[src/design/sorq_pkg.sv]
// types and constants of the sorted event queue
`timescale 1ns / 1ps

package sorq_pkg;

  localparam int QUEUE_DEPTH = 16;
  localparam int CNT_W       = $clog2(QUEUE_DEPTH + 1);
  localparam int ID_W        = 16;
  localparam int ARR_W       = 32;
  localparam int DLY_W       = 16;
  localparam int LEN_W       = 5;
  localparam int IN_W        = 72;
  localparam int OUT_W       = 72;

  typedef enum logic [1:0] {
    FN_INSERT = 2'd0,
    FN_APPEND = 2'd1,
    FN_POP    = 2'd2,
    FN_TICK   = 2'd3
  } func_t;

  typedef enum logic [1:0] {
    ST_OK    = 2'd0,
    ST_FULL  = 2'd1,
    ST_EMPTY = 2'd2
  } status_t;

  typedef enum logic [1:0] {
    CELL_HOLD   = 2'd0,
    CELL_INSERT = 2'd1,
    CELL_POP    = 2'd2,
    CELL_TICK   = 2'd3
  } cell_op_t;

  typedef struct packed {
    logic [ID_W-1:0]  id;
    logic [ARR_W-1:0] arrival;
    logic [DLY_W-1:0] delay;
  } entry_t;

  typedef struct packed {
    cell_op_t op;
    logic     append;
  } cell_ctrl_t;

endpackage

[src/design/sorq_cell.sv]
// one slot of the queue: holds an entry and shifts with its neighbors
`timescale 1ns / 1ps

module sorq_cell (
  input  logic                clk,
  input  sorq_pkg::cell_ctrl_t ctrl,
  input  sorq_pkg::entry_t    new_entry,
  input  sorq_pkg::entry_t    left,
  input  sorq_pkg::entry_t    right,
  input  logic                occ,
  input  logic                pass_in,
  output logic                pass_out,
  output sorq_pkg::entry_t    q
);
  import sorq_pkg::*;

  entry_t q_next;
  logic   gt;

  // new item goes behind this slot
  assign gt       = occ && (ctrl.append || (new_entry.arrival > q.arrival));
  assign pass_out = pass_in && gt;

  always_comb begin
    q_next = q;
    case (ctrl.op)
      CELL_INSERT: begin
        if (!pass_in) begin
          q_next = left;
        end else if (!gt) begin
          q_next = new_entry;
        end
      end
      CELL_POP: begin
        q_next = right;
      end
      CELL_TICK: begin
        if (q.delay != '0) begin
          q_next.delay = q.delay - DLY_W'(1);
        end
      end
      default: begin
        q_next = q;
      end
    endcase
  end

  always_ff @(posedge clk) begin
    q <= q_next;
  end

endmodule

[src/design/sorted_event_queue_top.sv]
// top level of the sorted event queue
`timescale 1ns / 1ps

// Bounded event queue of QUEUE_DEPTH entries (packet id, arrival time, delay)
// kept in a row of slots that shift in place. It takes one item per clock
// cycle and gives its result in the cycle after acceptance through an output
// register; an item is accepted whenever that register is empty or being
// read. Insert places the entry before the first slot whose arrival time is
// not smaller, append at the tail, pop returns the head, tick lowers every
// nonzero delay by one. The insert position is found by a compare chain
// that runs through all slots within the cycle, which sets the clock limit.

module sorted_event_queue_top (
  input  logic                   clk,
  input  logic                   rst,
  input  logic                   s_axis_tvalid,
  output logic                   s_axis_tready,
  // func, packet_id, arrival_time, delay_ticks, zero fill
  input  logic [sorq_pkg::IN_W-1:0]  s_axis_tdata,
  output logic                   m_axis_tvalid,
  input  logic                   m_axis_tready,
  // out_packet_id, out_arrival, out_delay, head_expired, queue_length, status
  output logic [sorq_pkg::OUT_W-1:0] m_axis_tdata
);
  import sorq_pkg::*;

  func_t             func;
  entry_t            new_entry;
  cell_ctrl_t        ctrl;
  entry_t            cell_q [QUEUE_DEPTH];
  logic [QUEUE_DEPTH:0]   pass;
  logic [QUEUE_DEPTH-1:0] occ;
  logic [CNT_W-1:0]  count;
  logic [CNT_W-1:0]  count_next;
  logic [CNT_W+LEN_W-1:0] count_ext;
  logic              take;
  logic              full;
  logic              empty;
  entry_t            res_entry;
  logic              res_exp;
  status_t           res_status;

  assign func      = func_t'(s_axis_tdata[1:0]);
  assign new_entry.id      = s_axis_tdata[17:2];
  assign new_entry.arrival = s_axis_tdata[49:18];
  assign new_entry.delay   = s_axis_tdata[65:50];

  assign s_axis_tready = !m_axis_tvalid || m_axis_tready;
  assign take          = s_axis_tvalid && s_axis_tready;
  assign full          = (count == CNT_W'(QUEUE_DEPTH));
  assign empty         = (count == '0);

  always_comb begin
    ctrl.op     = CELL_HOLD;
    ctrl.append = (func == FN_APPEND);
    count_next  = count;
    res_entry   = '0;
    res_exp     = 1'b0;
    res_status  = ST_OK;
    case (func)
      FN_INSERT, FN_APPEND: begin
        if (full) begin
          res_status = ST_FULL;
        end else begin
          ctrl.op    = take ? CELL_INSERT : CELL_HOLD;
          count_next = count + CNT_W'(1);
        end
      end
      FN_POP: begin
        if (empty) begin
          res_status = ST_EMPTY;
        end else begin
          ctrl.op    = take ? CELL_POP : CELL_HOLD;
          count_next = count - CNT_W'(1);
          res_entry  = cell_q[0];
        end
      end
      FN_TICK: begin
        if (empty) begin
          res_status = ST_EMPTY;
        end else begin
          ctrl.op = take ? CELL_TICK : CELL_HOLD;
          res_exp = (cell_q[0].delay <= DLY_W'(1));
        end
      end
      default: begin
        res_status = ST_OK;
      end
    endcase
  end

  assign count_ext = {{LEN_W{1'b0}}, count_next};
  assign pass[0]   = 1'b1;

  for (genvar i = 0; i < QUEUE_DEPTH; i++) begin : g_cell
    entry_t left;
    entry_t right;

    assign occ[i] = (count > CNT_W'(i));

    if (i == 0) begin : g_first
      assign left = new_entry;
    end else begin : g_inner_l
      assign left = cell_q[i-1];
    end

    if (i == QUEUE_DEPTH - 1) begin : g_last
      assign right = cell_q[i];
    end else begin : g_inner_r
      assign right = cell_q[i+1];
    end

    sorq_cell u_cell (
      .clk      (clk),
      .ctrl     (ctrl),
      .new_entry(new_entry),
      .left     (left),
      .right    (right),
      .occ      (occ[i]),
      .pass_in  (pass[i]),
      .pass_out (pass[i+1]),
      .q        (cell_q[i])
    );
  end

  always_ff @(posedge clk) begin
    if (rst) begin
      count         <= '0;
      m_axis_tvalid <= 1'b0;
    end else begin
      if (take) begin
        count <= count_next;
        m_axis_tvalid <= 1'b1;
      end else if (m_axis_tready) begin
        m_axis_tvalid <= 1'b0;
      end
    end
  end

  always_ff @(posedge clk) begin
    if (take) begin
      m_axis_tdata <= {res_status, count_ext[LEN_W-1:0], res_exp, res_entry.delay,
                       res_entry.arrival, res_entry.id};
    end
  end

endmodule

[config.mk]
export PLATFORM = sky130hd
export DESIGN_NAME = sorted_event_queue_top
export DESIGN_NICKNAME = d
export VERILOG_FILES = /design/src/design/sorq_pkg.sv /design/src/design/sorq_cell.sv /design/src/design/sorted_event_queue_top.sv
export SDC_FILE = /design/constraint.sdc
export NUM_CORES = 2
export LEC_CHECK = 0
export BUFFER_PORTS_ARGS = -buffer_cell sky130_fd_sc_hd__buf_2
export CORE_MARGIN = 2
export CORE_UTILIZATION = 65
export CTS_CLUSTER_SIZE = 16
export DETAILED_ROUTE_END_ITERATION = 8
export GPL_ROUTABILITY_DRIVEN = 0
export MAX_ROUTING_LAYER = met4
export PLACE_DENSITY_LB_ADDON = 0.3
export SETUP_SLACK_MARGIN = 0.4
export SLEW_MARGIN = 20
export SYNTH_ARGS = -nofsm -noshare
export SYNTH_HDL_FRONTEND = slang
export SYNTH_HIERARCHICAL = 1
export SYNTH_SLANG_ARGS = --single-unit
[constraint.sdc]
create_clock -name clk -period 18.2 [get_ports clk]
set_clock_uncertainty 0.1 [all_clocks]
set_input_delay 1.82 -clock clk [delete_from_list [all_inputs] [get_ports clk]]
set_output_delay 1.82 -clock clk [all_outputs]
set_load 0.005 [all_outputs]
==> impl_metrics.yaml <==
route:
  vias: 58900
  drt_iter0_drc: 5749
  drt-pass1-iter-count: 8
  wl_um: 199000
  drcViolationCount: 0
  routedWlPerCell_um: 22.1
  via_per_inst: 6.55
  final_antenna_net_count: 0
setup_path:
  critPathCaptureType: "register"
  r2r-end: "g_cell[14].u_cell/q[50]$_DFFE_PP_"
  critPathRequiredTime_ns: 18.48
  crit-reg2reg-launch: "count[0]$_SDFFE_PP0P_"
  r2r_slack_ns: 4.55
  cpMostUsedCell: "o2111a_4"
  crit_end: "g_cell[14].u_cell/q[50]$_DFFE_PP_"
  critPathSlowestCell: "buf_4"
  crit_path_start_kind: "input pin"
  critPathKind: "input pin to register"
  crit_path_max_incr_delay_ns: 0.70
  arrival_ns: 14.93
  reg2reg_depth: 26
  critPathLaunch: "s_axis_tdata[49]"
  critPathMaxFanout: 48
global_route:
  met3_usage: 0.0291
  grt.busiest_layer: "met2"
  grt_pass1_vias: 59200
  grtUsageMet2: 0.576
  grt_pass1_wl_um: 315000
  use_met1: 0.411
  antenna_found_initial: 2
  grt_usage: 0.340
  grt_max_degree: 114
  grt_overflow: 0
pwr:
  comb_power_share: 0.204
  power.leakage_uw: 0.0287
  seqPwrFrac: 0.479
  swShare: 0.310
  p_int_uw: 5290
  switching_power_uw: 2380
  peakVddDrop_v: 0.0000882
  clkPwrFrac: 0.317
  power.density_nw_per_um2: 94.6
placed_design:
  dp_hpwl_um: 140000
  dp_slack_ns: 3.08
  io_buffers: 143
timing:
  tightest_slew_ns: 1.14
  layout_setup_ws_ns: 3.55
  rsz0062_at_grt: "false"
  setup_tns_ns: 0
  fmax_mhz: 68.3
  hold_violations: 0
  min_period_ns: 14.65
  period_share: 0.805
  slew_viol_final: 0
  max-slew-margin-rel: 0.229
  setup_violations: 0
clock_network:
  clk_latency_ns: 0.75
  cts_root_buf: "clkbuf_16"
  path_clk_slew_ns: 0.06
  numCtsBuffers: 121
  cts_tree: "yes"
  cts.sink_count: 1102
  htreeDepth: 3
  post_cts_buffers: 0
  cts_resized: 0
  clockBufferDepth: 3
  ctsHoldBuffers: 0
die:
  fp.dieH_um: 343
  io_pins: 150
  rows: 124
  core_um2: 114000
  dieWidth_um: 343
  initial_core_util: 0.655
  dieArea_um2: 118000
layout:
  drive_above_1_share: 0.0806
  syn2layout_area_growth_pct: 8.40
  nFillCells: 8243
  layout.nets: 8043
hold_path:
  hp-class: "register to register"
synth:
  synth.distinct_cells: 76
  ys_ff_latch: 1102
  ys.flop_type: "edfxtp_1"
  syn_avg_cell_area_um2: 10.1
  synth_edf_count: 1096
  yosysSeqAreaShare: 0.441
  syn_inst: 7393
  netlist_area_um2: 74800
  postSynth.asyncResetShare: 0
  ys_warn_count: 6
run_status:
  run_status: "finished clean"
run:
  maxCapViolCount: 0
-- final cells by class --
type / count / area (um2) / share of cell area
antenna: 1 / 2.50 / 0.0000309
timing repair buffer: 243 / 1510 / 0.0186
inverter: 616 / 2310 / 0.0285
clock inverter: 70 / 636 / 0.00784
clock buffer: 154 / 3190 / 0.0394
multi-input combinational: 5301 / 38500 / 0.475
sequential: 1102 / 33000 / 0.407
tap: 1512 / 1890 / 0.0233
-- layer usage --
metal  part of all wire  wire, um  up-vias
met2               0.50     99700     2307
met3              0.052     10300      524
li1                   -         -    27100
met1               0.39     78500    29000
met4              0.053     10500        0
met5                  0         0        -
-- critical path: cells and delay by family --
family,cells,cell delay [ns]
AOI/OAI and AO/OA,17,8.92
buffers and inverters,6,2.35
and+or+nand+nor,4,1.27
adders and majority gates,1,0.39
-- per-stage QoR --
stage / instances / utilization / hold slack (ns) / total power [uW] / cell area (um2)
4_1_cts: 8996 / 0.710 / 0.434 / 7660 / 81100
2_1_floorplan: 7394 / - / 0.417 / 4660 / 74800
5_1_grt: 8999 / 0.710 / 0.463 / 8000 / 81100
3_5_place_dp: 8772 / 0.676 / 0.422 / 5240 / 77200
6_report: 8999 / 0.710 / 0.435 / 7680 / 81100
3_3_place_gp: 8772 / 0.676 / 0.418 / 5120 / 77200
-- sequential cells by signal (all words and copies together), names as in the netlist --
register and flops:
g_cell.u_cell/q 1024, count 5, m_axis_tdata 72, m_axis_tvalid 1
-- layout by cell type (no fill, tap or decap), types with 17 or more instances in the layout --
| cell type | count |
|---|---|
| a211oi_1 | 32 |
| a21o_1 | 48 |
| a21oi_1 | 269 |
| a21oi_4 | 17 |
| and2b_2 | 29 |
| and3_1 | 67 |
| buf_2 | 143 |
| buf_4 | 98 |
| clkbuf_1 | 31 |
| clkbuf_16 | 123 |
| clkinv_1 | 35 |
| clkinv_2 | 32 |
| edfxtp_1 | 1096 |
| ha_1 | 566 |
| inv_1 | 597 |
| mux2i_1 | 1024 |
| nand2_1 | 1144 |
| nand3_1 | 52 |
| nand3b_1 | 29 |
| nand4_1 | 129 |
| nor2_1 | 166 |
| nor2b_1 | 20 |
| nor3_1 | 70 |
| nor4_1 | 49 |
| nor4_4 | 17 |
| o211ai_1 | 18 |
| o21ai_0 | 856 |
| o221ai_1 | 209 |
| xnor2_1 | 144 |
| xor2_1 | 68 |
-- kinds of logic (layout without fill, tap and decap cells) --
kind of cell,count (synthesis),after routing,share of synthesized area
AOI/OAI and AO/OA,1574,1574,0.126
xor gates and xnor gates,212,212,0.0248
adders and majority gates,582,582,0.0973
buffers and inverters,991,1083,0.0510
DFF,1102,1102,0.441
muxes,1025,1025,0.137
other,1,3,0.0000501
and+or+nand+nor,1906,1906,0.122
-- Yosys cell counts, types with 52 or more instances --
library cell / instances / area share
clkbuf_1: 306 / 0.015
nor3_1: 71 / 0.0047
o221ai_1: 209 / 0.024
xnor2_1: 144 / 0.017
edfxtp_1: 1096 / 0.44
mux2i_1: 1024 / 0.14
ha_1: 582 / 0.097
o21ai_0: 856 / 0.057
and3_1: 67 / 0.0056
nand3_1: 52 / 0.0035
nand2_1: 1144 / 0.057
inv_1: 598 / 0.030
nand4_1: 129 / 0.011
a21oi_1: 287 / 0.019
nor2_1: 169 / 0.0085
xor2_1: 68 / 0.0080
-- worst min path at each step --
stage,from,to,slack (ns),cells past startpoint
floorplan,m_axis_tvalid$_SDFFE_PP0P_,m_axis_tvalid$_SDFFE_PP0P_,0.42,2
global placement,m_axis_tvalid$_SDFFE_PP0P_,m_axis_tvalid$_SDFFE_PP0P_,0.42,2
detailed placement,m_axis_tvalid$_SDFFE_PP0P_,m_axis_tvalid$_SDFFE_PP0P_,0.42,2
CTS,m_axis_tvalid$_SDFFE_PP0P_,m_axis_tvalid$_SDFFE_PP0P_,0.43,2
global route,m_axis_tvalid$_SDFFE_PP0P_,m_axis_tvalid$_SDFFE_PP0P_,0.46,2
finish,m_axis_tvalid$_SDFFE_PP0P_,m_axis_tvalid$_SDFFE_PP0P_,0.44,2
-- power by group through the flow --
stage          Combinational (uW)  Clock, uW  Sequential (uW)
3_5_place_dp                 1520          0             3720
5_1_grt                      1740       2540             3710
2_1_floorplan                1070          0             3600
6_report                     1570       2430             3670
3_3_place_gp                 1410          0             3710
4_1_cts                      1540       2460             3670
Note: power is estimated with default switching activity, not from simulation.
